<file path="src/design/hcc_pkg.sv">
// Package: widths, constants, command and status codes for the glyph cache.
package hcc_pkg;

    localparam int unsigned BUCKETS     = 64;
    localparam int unsigned MAX_ENTRIES = 1024;
    localparam int unsigned ENTRY_BYTES = 24;
    localparam int unsigned BKT_W       = $clog2(BUCKETS);
    localparam int unsigned ENT_W       = $clog2(MAX_ENTRIES);
    localparam int unsigned PTR_W       = ENT_W + 1;
    localparam logic [31:0] HASH_MUL    = 32'd2654435761;
    localparam logic [23:0] REC_BYTES   = 24'((ENTRY_BYTES + 3) / 4 * 4);
    localparam logic [PTR_W-1:0] NIL    = PTR_W'(MAX_ENTRIES);

    typedef enum logic [1:0] {
        CMD_LOOKUP = 2'd0,
        CMD_INSERT = 2'd1,
        CMD_CLEAR  = 2'd2,
        CMD_STATS  = 2'd3
    } t_cmd;

    typedef enum logic [2:0] {
        ST_HIT      = 3'd0,
        ST_MISS     = 3'd1,
        ST_INSERTED = 3'd2,
        ST_PRESENT  = 3'd3,
        ST_NO_ROOM  = 3'd4,
        ST_REJECTED = 3'd5,
        ST_DONE     = 3'd6
    } t_status;

    typedef struct packed {
        logic [1:0]  command;
        logic [31:0] font_id;
        logic [20:0] code_point;
        logic [7:0]  glyph_type;
        logic [15:0] header_bytes;
        logic [15:0] dot_bytes;
    } t_req;

    typedef struct packed {
        logic [2:0]  status;
        logic [23:0] data_offset;
        logic [16:0] data_len;
        logic [31:0] lookup_hits;
        logic [31:0] lookup_misses;
        logic [23:0] used_bytes;
        logic [23:0] pool_bytes;
    } t_rsp;

endpackage

</file>
<file path="src/design/hcc_hash.sv">
// Bucket hash: two partial products over the 16-bit multiplier halves, registered, then summed.
module hcc_hash (
    input  logic                  i_clk,
    input  logic                  i_start,
    input  logic [31:0]           i_font,
    input  logic [20:0]           i_code,
    input  logic [7:0]            i_type,
    output logic [hcc_pkg::BKT_W-1:0] o_bucket
);
    import hcc_pkg::*;

    logic [31:0] r_lo;
    logic [31:0] r_hi;
    logic [31:0] r_mix;
    logic [31:0] prod;

    // Only the low 32 bits of the product matter, so the partial product of the
    // multiplier's high half contributes only its low 16 bits shifted up.
    always_ff @(posedge i_clk) begin
        if (i_start) begin
            r_lo  <= 32'(i_code) * {16'd0, HASH_MUL[15:0]};
            r_hi  <= 32'(i_code) * {16'd0, HASH_MUL[31:16]};
            r_mix <= i_font ^ {24'd0, i_type};
        end
    end

    assign prod     = r_lo + {r_hi[15:0], 16'd0};
    assign o_bucket = BKT_W'(r_mix ^ prod);

endmodule

</file>
<file path="config.mk">
export PLATFORM = sky130hd
export DESIGN_NAME = hcc_hash
export DESIGN_NICKNAME = d
export VERILOG_FILES = /design/src/design/hcc_pkg.sv /design/src/design/hcc_hash.sv
export SDC_FILE = /design/constraint.sdc
export NUM_CORES = 1
export LEC_CHECK = 0
export BUFFER_PORTS_ARGS = -buffer_cell sky130_fd_sc_hd__buf_2
export CORE_UTILIZATION = 29
export DETAILED_ROUTE_END_ITERATION = 8
export PLACE_DENSITY_LB_ADDON = 0.25
export SYNTH_ARGS = -nofsm -noshare
export SYNTH_HDL_FRONTEND = slang
export SYNTH_SLANG_ARGS = --single-unit
</file>
<file path="constraint.sdc">
create_clock -name i_clk -period 1 [get_ports i_clk]
set_input_delay 0.05 -clock i_clk [delete_from_list [all_inputs] [get_ports i_clk]]
set_output_delay 0.05 -clock i_clk [all_outputs]
set_load 0.005 [all_outputs]
</file>
=== Word-level counts from Yosys, hierarchy flattened ===
Index checks and enable logic that the tools add are counted.

* Register bits: 12
* Input bits: 63
* Logic and storage cells: 6

* $add $sub $neg: 1
* $mul: 1
* Bitwise gates (word level): 2

{| class="wikitable"
|+ Operators with widths
! kind !! count
|-
| 21-bit by 15-bit multiplier with 6-bit output (second input constant) || 1
|-
| 6-bit bitwise XOR || 2
|-
| 6-bit by 1-bit adder with 6-bit output (second input constant) || 1
|}

=== Depth between registers and ports, before layout ===
Gate-level depths: netlist (run 1).

* Depth after elaboration: 2
* Depth in mapped cells: 3

=== Worst setup path before layout (run 1) ===
Ideal clock, no wire load.

* Path type: input to register
* Start point: input i_code[0]
* End point: register r_lo[5], data pin
* Setup time: 260 ps
* Arrival time: 489 ps
* Required time: 740 ps
* Slack: 252 ps
* Stages on the path: 3
* Buffers on the path: 0
* Cells stage by stage: ha_1 -> xor2_1 -> xnor2_1

* Cells in the longest elaborated chain, start to end: 1

{| class="wikitable"
|+ RTL lines
! item !! line !! RTL
|-
| from (decl) || hcc_hash.sv:6 || <nowiki>input logic [20:0] i_code,</nowiki>
|-
| 21-bit by 15-bit multiplier with 6-bit output || hcc_hash.sv:21 || <nowiki>r_lo <= 32'(i_code) * {16'd0, HASH_MUL[15:0]};</nowiki>
|-
| to (signal assigned) || hcc_hash.sv:21 ||
|-
| to (decl) || hcc_hash.sv:12 || <nowiki>logic [31:0] r_lo;</nowiki>
|}

No other way between the ends.
A chain may end at the register's enable or synchronous reset.

=== Final worst setup path (run 1) ===
* Start point: register r_lo[4]
* End point: output o_bucket[4] (netlist name)

* Cells in the longest elaborated chain, start to end: 2

{| class="wikitable"
|+ RTL lines
! item !! line !! RTL
|-
| 6-bit by 1-bit adder with 6-bit output || hcc_hash.sv:27 || <nowiki>assign prod = r_lo + {r_hi[15:0], 16'd0};</nowiki>
|-
| 6-bit bitwise XOR || hcc_hash.sv:28 || <nowiki>assign o_bucket = BKT_W'(r_mix ^ prod);</nowiki>
|-
| to (decl) || hcc_hash.sv:8 || <nowiki>output logic [hcc_pkg::BKT_W-1:0] o_bucket</nowiki>
|}

No other way between the ends.

==> results of run 1 <==
## cell families (layout without fill, tap and decap cells)
logic type / count (synthesis) / in the layout
xor+xnor: 15 / 15
buf+inv: 0 / 31
flops: 12 / 12
fa+ha+maj: 1 / 1
## layout by cell type (no fill, tap or decap)
cell	instances
buf_2	25
clkbuf_4	3
dlygate4sd3_1	3
edfxtp_1	12
ha_1	1
xnor2_1	2
xor2_1	13
## per-stage QoR
stage	utilization	power (mW)	TNS (ns)
after global routing	0.450	1.15	-0.108
after CTS	0.450	1.11	0
final	0.450	1.09	0
after global placement	0.417	0.811	0
after floorplan	-	0.711	0
after detailed placement	0.417	0.815	0
## how the worst max path moves through the flow
| stage | from | slack, ns | end |
|---|---|---|---|
| after floorplan | i_code[0] | 0.25 | r_lo[5]$_DFFE_PP_ |
| after global placement | i_code[0] | 0.09 | r_lo[5]$_DFFE_PP_ |
| after detailed placement | i_code[0] | 0.09 | r_lo[5]$_DFFE_PP_ |
| after CTS | r_lo[2]$_DFFE_PP_ | 0.003 | o_bucket[2] |
| after global routing | r_lo[4]$_DFFE_PP_ | -0.03 | o_bucket[4] |
| final | r_lo[4]$_DFFE_PP_ | 0.02 | o_bucket[4] |
## timing repair
item / in CTS / in global routing
hold buffers: 3 / 0
hold endpoints to repair: 3 / 0
pin swaps: 1 / 3
endpoints found under the setup margin: 1 / 5
## worst max-delay path, cell delays in order, from the launching register on
cell	delay (ns)
edfxtp_1	0.39
xor2_1	0.15
buf_2	0.13
## final cells by class
cell class	count	area, µm²
flip-flops and latches	12	360
fillers	150	857
clock buffers	3	22.5
well taps	16	20.0
repair buffers	28	155
multi-input cells	16	144
## metal layers
layer / track usage / up-vias / routed length (µm)
met3: 0.0417 / 0 / 58
met2: 0.146 / 17 / 376
met1: 0.0777 / 130 / 279
met4: 0.0563 / 0 / 0
li1: - / 162 / -
met5: 0 / - / 0
## power by group through the flow
| stage | combinational, mW | clock (mW) | sequential, mW |
|---|---|---|---|
| floorplan | 0.0669 | 0 | 0.644 |
| global placement | 0.165 | 0 | 0.646 |
| detailed placement | 0.167 | 0 | 0.648 |
| CTS | 0.176 | 0.298 | 0.637 |
| global route | 0.191 | 0.312 | 0.642 |
| finish | 0.173 | 0.277 | 0.637 |
## state kept, by name, indices dropped and copies added (netlist names)
| name | count |
|---|---|
| r_mix | 6 |
| r_lo | 6 |
==> reports/results.ini, run 1 <==
[synthesis]
synth_top_cell_by_area=edfxtp_1
synthDistinctLibCells=4
synth_mux_area_frac=0
synthTopCellsByArea=edfxtp_1 71%, xor2_1 23%, xnor2_1 3.5%
synth_ff_type=edfxtp_1
netlist_top_cells_count=13 x xor2_1, 12 x edfxtp_1, 2 x xnor2_1
synth-simple-area-share=0
netlist_instances=28
yosysWarningCount=0
synth-adder-area-share=0.0248
ys_seq_elements=12
synth_top_area_share=0.715
synth_xor_xnor_area_share=0.261
synth_top_family_by_area=XOR/XNOR gates
ys_seq_area_frac=0.715
async_flop_share=0
syn_area_um2=504
synth_fp_nets=92
synth_compound_area_frac=0
synthMostInstantiatedCell=xor2_1
syn_area_per_cell_um2=18.0
synth_edf_count=12

[flow_run]
max_cap_viol_count=0

[clock_network]
cts.sinks=12
htreeDepth=1
clkTransAtPathRegs_ns=0.07
cts_buffers=3
cts_tree=yes
cts_resized=0
root_buffer=clkbuf_4
clk_path_buf_depth=2
postCtsSetupRepairBufs=0

[timing]
hold_slack_ns=0.0163
worst-slew-pin-transition_ns=0.260
setup_violations=0
maxSlewViolCount=0
rsz0062_at_grt=yes
finalCritPeriodShare=0.984
hold_viol_final=0
period_minus_slack_ns=0.984
fmax_mhz=1020
setup_ws_ns=0.0165
slew_headroom=0.827

[placement]
post-place-cells=69
dpl_cell_area_um2=649
portBuffers=25
place_congestion=0.603
place_ws_ns=0.0892

[worst_setup_path]
path_class=reg2out
critPathLaunchType=flop
cp-end-kind=output port
arrival_ns=0.93
cp_max_fo=1
crit_required_ns=0.95

[min_path]
hold_path_depth=1
hold-path-endpoint=r_lo[0]$_DFFE_PP_
hold_start=i_code[0]
hold_path.class=in2reg

[cells_and_area]
n_antenna_cell=0
fin_cells=75
area_growth_pct=39.2
nets=125
fin_area_um2=702
final_layout_size_suffix_gt1_frac=0.475

[run_status]
status=finished with violations
violations=design-rule violations

[global_route]
grt_pass1_wl_mm=1.09
overflow=0
grt_max_degree=13
grt_pass1_vias=279
track_usage=0.0849
antenna_found_initial=0

[floorplanning]
die_w_um=43.7
ioPinCount=69
dieArea_um2=1910
rows=14
start_util=0.323
core_area_um2=1560
die_h_um=43.7

[power_and_ir_drop]
p_per_area_nw_per_um2=1550
p_switching_uw=230
p_leak_nw=0.310
power_frac_seq=0.586
p_int_uw=857
power_frac_clock=0.255
switching_share=0.211
ir_worst_vdd_uv=694
power_frac_comb=0.159

[detailed_routing]
drtIter0Drc=3
routed_via_density=4.12
ant_nets=0
wl_um=714
avgRoutedWirePerCell_um=9.52
drc=1
vias=309
drt_pass1_iterations=5

(Power assumes the default switching activity.)
==> inputs of run 2 (changes only) <==
- CORE_UTILIZATION: 29 -> 31
- CTS_BUF_LIST: not set -> sky130_fd_sc_hd__clkbuf_4
==> reports/results.ini, run 2 (synthesis results as in run 1) <==
[run_status]
status=complete, no violations

[global_route]
use_met3=0.0302  ; -0.0115
track_usage=0.0824  ; -0.00251
overflow=0  ; unchanged
grt_pass1_wl_mm=1.06  ; -3.2%
grt_max_degree=13  ; unchanged
grt_pass1_vias=265  ; -5.0%
use_met2=0.102  ; -0.0447
use_met1=0.117  ; +0.0396
grt.busiest_layer=met1
antenna_found_initial=0  ; unchanged

[clock_network]
clk_path_buf_depth=2  ; unchanged
cts.sinks=12  ; unchanged
htreeDepth=1  ; unchanged
clkTransAtPathRegs_ns=0.07  ; about the same
cts_tree=yes
root_buffer=clkbuf_4
cts_buffers=3  ; unchanged
postCtsSetupRepairBufs=0  ; unchanged

[placement]
place_congestion=0.627  ; +4.0%
dpl_cell_area_um2=649  ; unchanged
portBuffers=25  ; unchanged
place_ws_ns=0.0984  ; +0.00919 ns

[power_and_ir_drop]
p_per_area_nw_per_um2=1560  ; +0.48%
power_frac_comb=0.156  ; -0.003
p_leak_nw=0.310  ; unchanged
power_mw=1.09  ; +0.48%
switching_share=0.216  ; +0.00422
p_switching_uw=236  ; +2.5%
p_int_uw=857  ; about the same
ir_worst_vdd_uv=736  ; +6.1%
power_frac_clock=0.263  ; +0.008
power_frac_seq=0.581  ; -0.005

[detailed_routing]
drc=0  ; -1
drt_pass1_iterations=3  ; -2
routed_via_density=4.13  ; +0.32%
drtIter0Drc=4  ; +1
avgRoutedWirePerCell_um=8.83  ; -7.3%
vias=310  ; +0.32%
ant_nets=0  ; unchanged
wl_um=662  ; -7.3%

[cells_and_area]
final_layout_size_suffix_gt1_frac=0.475  ; unchanged
nets=125  ; unchanged
layout_common_cells=25 x buf_2, 13 x xor2_1, 12 x edfxtp_1
biggestRegsByFlops=r_lo (6), r_mix (6)
area_growth_pct=39.2  ; unchanged
final_common_cell=buf_2
n_antenna_cell=0  ; unchanged
fin_area_um2=702  ; unchanged

[timing]
hold_viol_final=0  ; unchanged
maxSlewViolCount=0  ; unchanged
period_minus_slack_ns=0.979  ; -0.00404 ns
setup_ws_ns=0.0205  ; +0.00404 ns
rsz0062_at_grt=yes
worst-slew-pin-transition_ns=0.265  ; +0.00511 ns
fmax_mhz=1020  ; +0.41%
setup_violations=0  ; unchanged
hold_slack_ns=0.0101  ; -0.00620 ns
slew_headroom=0.823  ; -0.00341
finalCritPeriodShare=0.979  ; -0.00404

[min_path]
hold_path_depth=1  ; unchanged
hold_start=i_code[0]
hold-path-endpoint=r_lo[0]$_DFFE_PP_
hold_path.class=in2reg

[flow_run]
max_cap_viol_count=0  ; unchanged

[worst_setup_path]
cp_slowest_cell=edfxtp_1
crit_required_ns=0.95  ; about the same
path_class=reg2out
critPathLaunchType=flop
cp.depth=2  ; unchanged
arrival_ns=0.93  ; about the same
slowest_delay_ns=0.38  ; about the same
critPathTopFamily=flip-flops
cp-end-kind=output port
critPathBufInv=1  ; unchanged
cp_cell_sequence=xor2_1 > buf_2
cp_max_fo=1  ; unchanged

[floorplanning]
dieArea_um2=1790  ; -6.2%
core_area_um2=1510  ; -3.4%
die_h_um=42.3  ; -3.1%
die_w_um=42.3  ; -3.1%
ioPinCount=69  ; unchanged
start_util=0.335  ; +0.0113
rows=14  ; unchanged

## run 2: worst max-delay path by stage
| stage | start | end | slack [ns] |
|---|---|---|---|
| after floorplan | i_code[0] | r_lo[5]$_DFFE_PP_ | 0.25 |
| after global placement | i_code[0] | r_lo[5]$_DFFE_PP_ | 0.09 |
| after detailed placement | i_code[0] | r_lo[5]$_DFFE_PP_ | 0.1 |
| after CTS | r_lo[4]$_DFFE_PP_ | o_bucket[4] | 0.005 |
| after global routing | r_lo[2]$_DFFE_PP_ | o_bucket[2] | -0.03 |
| final | r_mix[4]$_DFFE_PP_ | o_bucket[4] | 0.02 |
## run 2: what timing repair did
item,in CTS,in global routing
hold endpoints to repair,3,0
resized for setup,0,0
setup endpoints to repair,0,6
hold buffers,3,0
## run 2: metal layers
| layer | up-vias | part of all wire |
|---|---|---|
| li1 | 159 | - |
| met1 | 134 | 0.46 |
| met2 | 17 | 0.44 |
| met3 | 0 | 0.091 |
| met4 | 0 | 0 |
| met5 | - | 0 |
## run 2: power by group through the flow
stage	Clock (mW)	Combinational [mW]	Sequential (mW)
detailed placement	0	0.164	0.647
finish	0.287	0.171	0.635
global route	0.315	0.191	0.640
global placement	0	0.164	0.646
CTS	0.300	0.174	0.636
floorplan	0	0.0669	0.644
## run 2: area by class of cell
cell class	count	area [µm²]
Timing Repair Buffer	28	155
Clock buffer	3	22.5
Multi-Input combinational cell	16	144
Fill cell	147	805
Sequential cell	12	360
Tap cell	16	20.0
## run 2: through the flow
step | setup TNS [ns] | util | std cells
global placement | 0 | 0.431 | 69
global route | -0.0848 | 0.466 | 75
floorplan | 0 | - | 28
detailed placement | 0 | 0.431 | 69
finish | 0 | 0.466 | 75
CTS | 0 | 0.466 | 75
==> inputs of run 3 (changes only) <==
- CORE_ASPECT_RATIO: not set -> 0.9
==> reports/results.ini, run 3 (synthesis results as in run 1) <==
[detailed_routing]
avgRoutedWirePerCell_um=8.75  ; -0.90%
drt_pass1_iterations=3  ; unchanged
wl_um=726  ; +9.7%
routed_via_density=3.93  ; -5.0%
drtIter0Drc=1  ; -3
drc=0  ; unchanged
ant_nets=0  ; unchanged
vias=326  ; +5.2%

[power_and_ir_drop]
ir_worst_vdd_uv=727  ; -1.2%
p_per_area_nw_per_um2=1530  ; -1.4%
power_mw=1.11  ; +1.5%
p_leak_nw=0.316  ; +1.9%

[floorplanning]
die_w_um=44.5  ; +5.2%
core_area_um2=1480  ; -1.7%
die_h_um=40.3  ; -4.9%
start_util=0.341  ; +0.00594
ioPinCount=69  ; unchanged
rows=13  ; -1
dieArea_um2=1790  ; about the same

[timing]
hold_slack_ns=0.0667  ; +0.0566 ns
slew_headroom=0.818  ; -0.00552
worst-slew-pin-transition_ns=0.273  ; +0.00827 ns
fmax_mhz=998  ; -2.2%
setup_violations=2  ; +2
setup_ws_ns=-0.00181  ; -0.0223 ns
hold_viol_final=0  ; unchanged
maxSlewViolCount=0  ; unchanged
timing.setup.tns_ns=-0.00224  ; -0.00224 ns
period_minus_slack_ns=1.00  ; +0.0223 ns
rsz0062_at_grt=yes
finalCritPeriodShare=1.00  ; +0.0223

[worst_setup_path]
cp-end-kind=output port
path_class=reg2out
arrival_ns=0.95  ; +0.02 ns
critPathLaunchType=flop
crit_required_ns=0.95  ; about the same
cp_max_fo=1  ; unchanged

[placement]
place_congestion=0.677  ; +7.9%
place_ws_ns=0.0902  ; -0.00821 ns
portBuffers=25  ; unchanged

[global_route]
grt_max_degree=13  ; unchanged
grt_pass1_vias=282  ; +6.4%
grt.busiest_layer=met2
grt_pass1_wl_mm=1.11  ; +5.2%
antenna_found_initial=0  ; unchanged
use_met3=0.0315  ; +0.00136
use_met2=0.147  ; +0.0455
use_met1=0.107  ; -0.0106
overflow=0  ; unchanged
track_usage=0.0958  ; +0.0135

[cells_and_area]
n_antenna_cell=0  ; unchanged
final_layout_size_suffix_gt1_frac=0.459  ; -0.0156
final_common_cell=buf_2
layout_common_cells=25 x buf_2, 13 x xor2_1, 12 x edfxtp_1
biggestRegsByFlops=r_lo (6), r_mix (6)
nFillCells=147  ; unchanged
final_util=0.489  ; +0.0226
nets=126  ; +0.80%
area_growth_pct=43.4
multi_input_area_um2=144  ; unchanged
seq_area_um2=360  ; unchanged

[clock_network]
cts_tree=yes
cts.sinks=12  ; unchanged
cts_buffers=3  ; unchanged
clk_path_buf_depth=2  ; unchanged
root_buffer=clkbuf_4
htreeDepth=1  ; unchanged
postCtsSetupRepairBufs=0  ; unchanged
cts_resized=0  ; unchanged
clkTransAtPathRegs_ns=0.08  ; about the same

[run_status]
status=finished with violations
violations=negative setup slack

[min_path]
hold_path.class=in2reg

[flow_run]
max_cap_viol_count=0  ; unchanged

## run 3: cell types whose count changed in the layout (fill, tap and decap cells not counted)
cell           delta
clkinv_1          +1
dlygate4sd3_1     +1
## run 3: through the flow
stage | instances | instance area, µm²
after CTS | 83 | 723
after floorplan | 28 | 504
after detailed placement | 75 | 657
after global routing | 83 | 723
after global placement | 75 | 657
final | 83 | 723
## run 3: layer usage
layer | up-vias | wire length, µm
met1 | 143 | 292
met3 | 2 | 68
met2 | 19 | 358
li1 | 162 | -
met5 | - | 0
met4 | 0 | 7
## run 3: cell type report
cell class | instances | share of cell area
Sequential cell | 12 | 0.498
Timing Repair Buffer | 29 | 0.228
Multi-Input combinational cell | 16 | 0.199
Tap cell | 22 | 0.0381
Clock buffer | 3 | 0.0311
Clock inverter | 1 | 0.00519
## run 3: power breakdown
| group | internal [mW] | total (mW) | switching [mW] |
|---|---|---|---|
| clock | 0.144 | 0.299 | 0.155 |
| sequential | 0.615 | 0.634 | 0.0191 |
| combinational | 0.105 | 0.175 | 0.0703 |
| total | 0.864 | 1.11 | 0.245 |
## run 3: repair_timing
item                                    CTS  global route
endpoints found under the hold margin     4             0
hold buffers                              4             0
endpoints found under the setup margin    2             6
pin swaps                                 1             3
## run 3: worst max-delay path: stages, from the launching register on
cell	delay, ns
edfxtp_1	0.38
xor2_1	0.17
buf_2	0.14
## run 3: worst paths after layout
check | start | end | slack, ns | depth (start not counted)
max | r_mix[1]$_DFFE_PP_ | o_bucket[1] | -0.002 | 2
min | i_code[4] | r_lo[4]$_DFFE_PP_ | 0.07 | 2
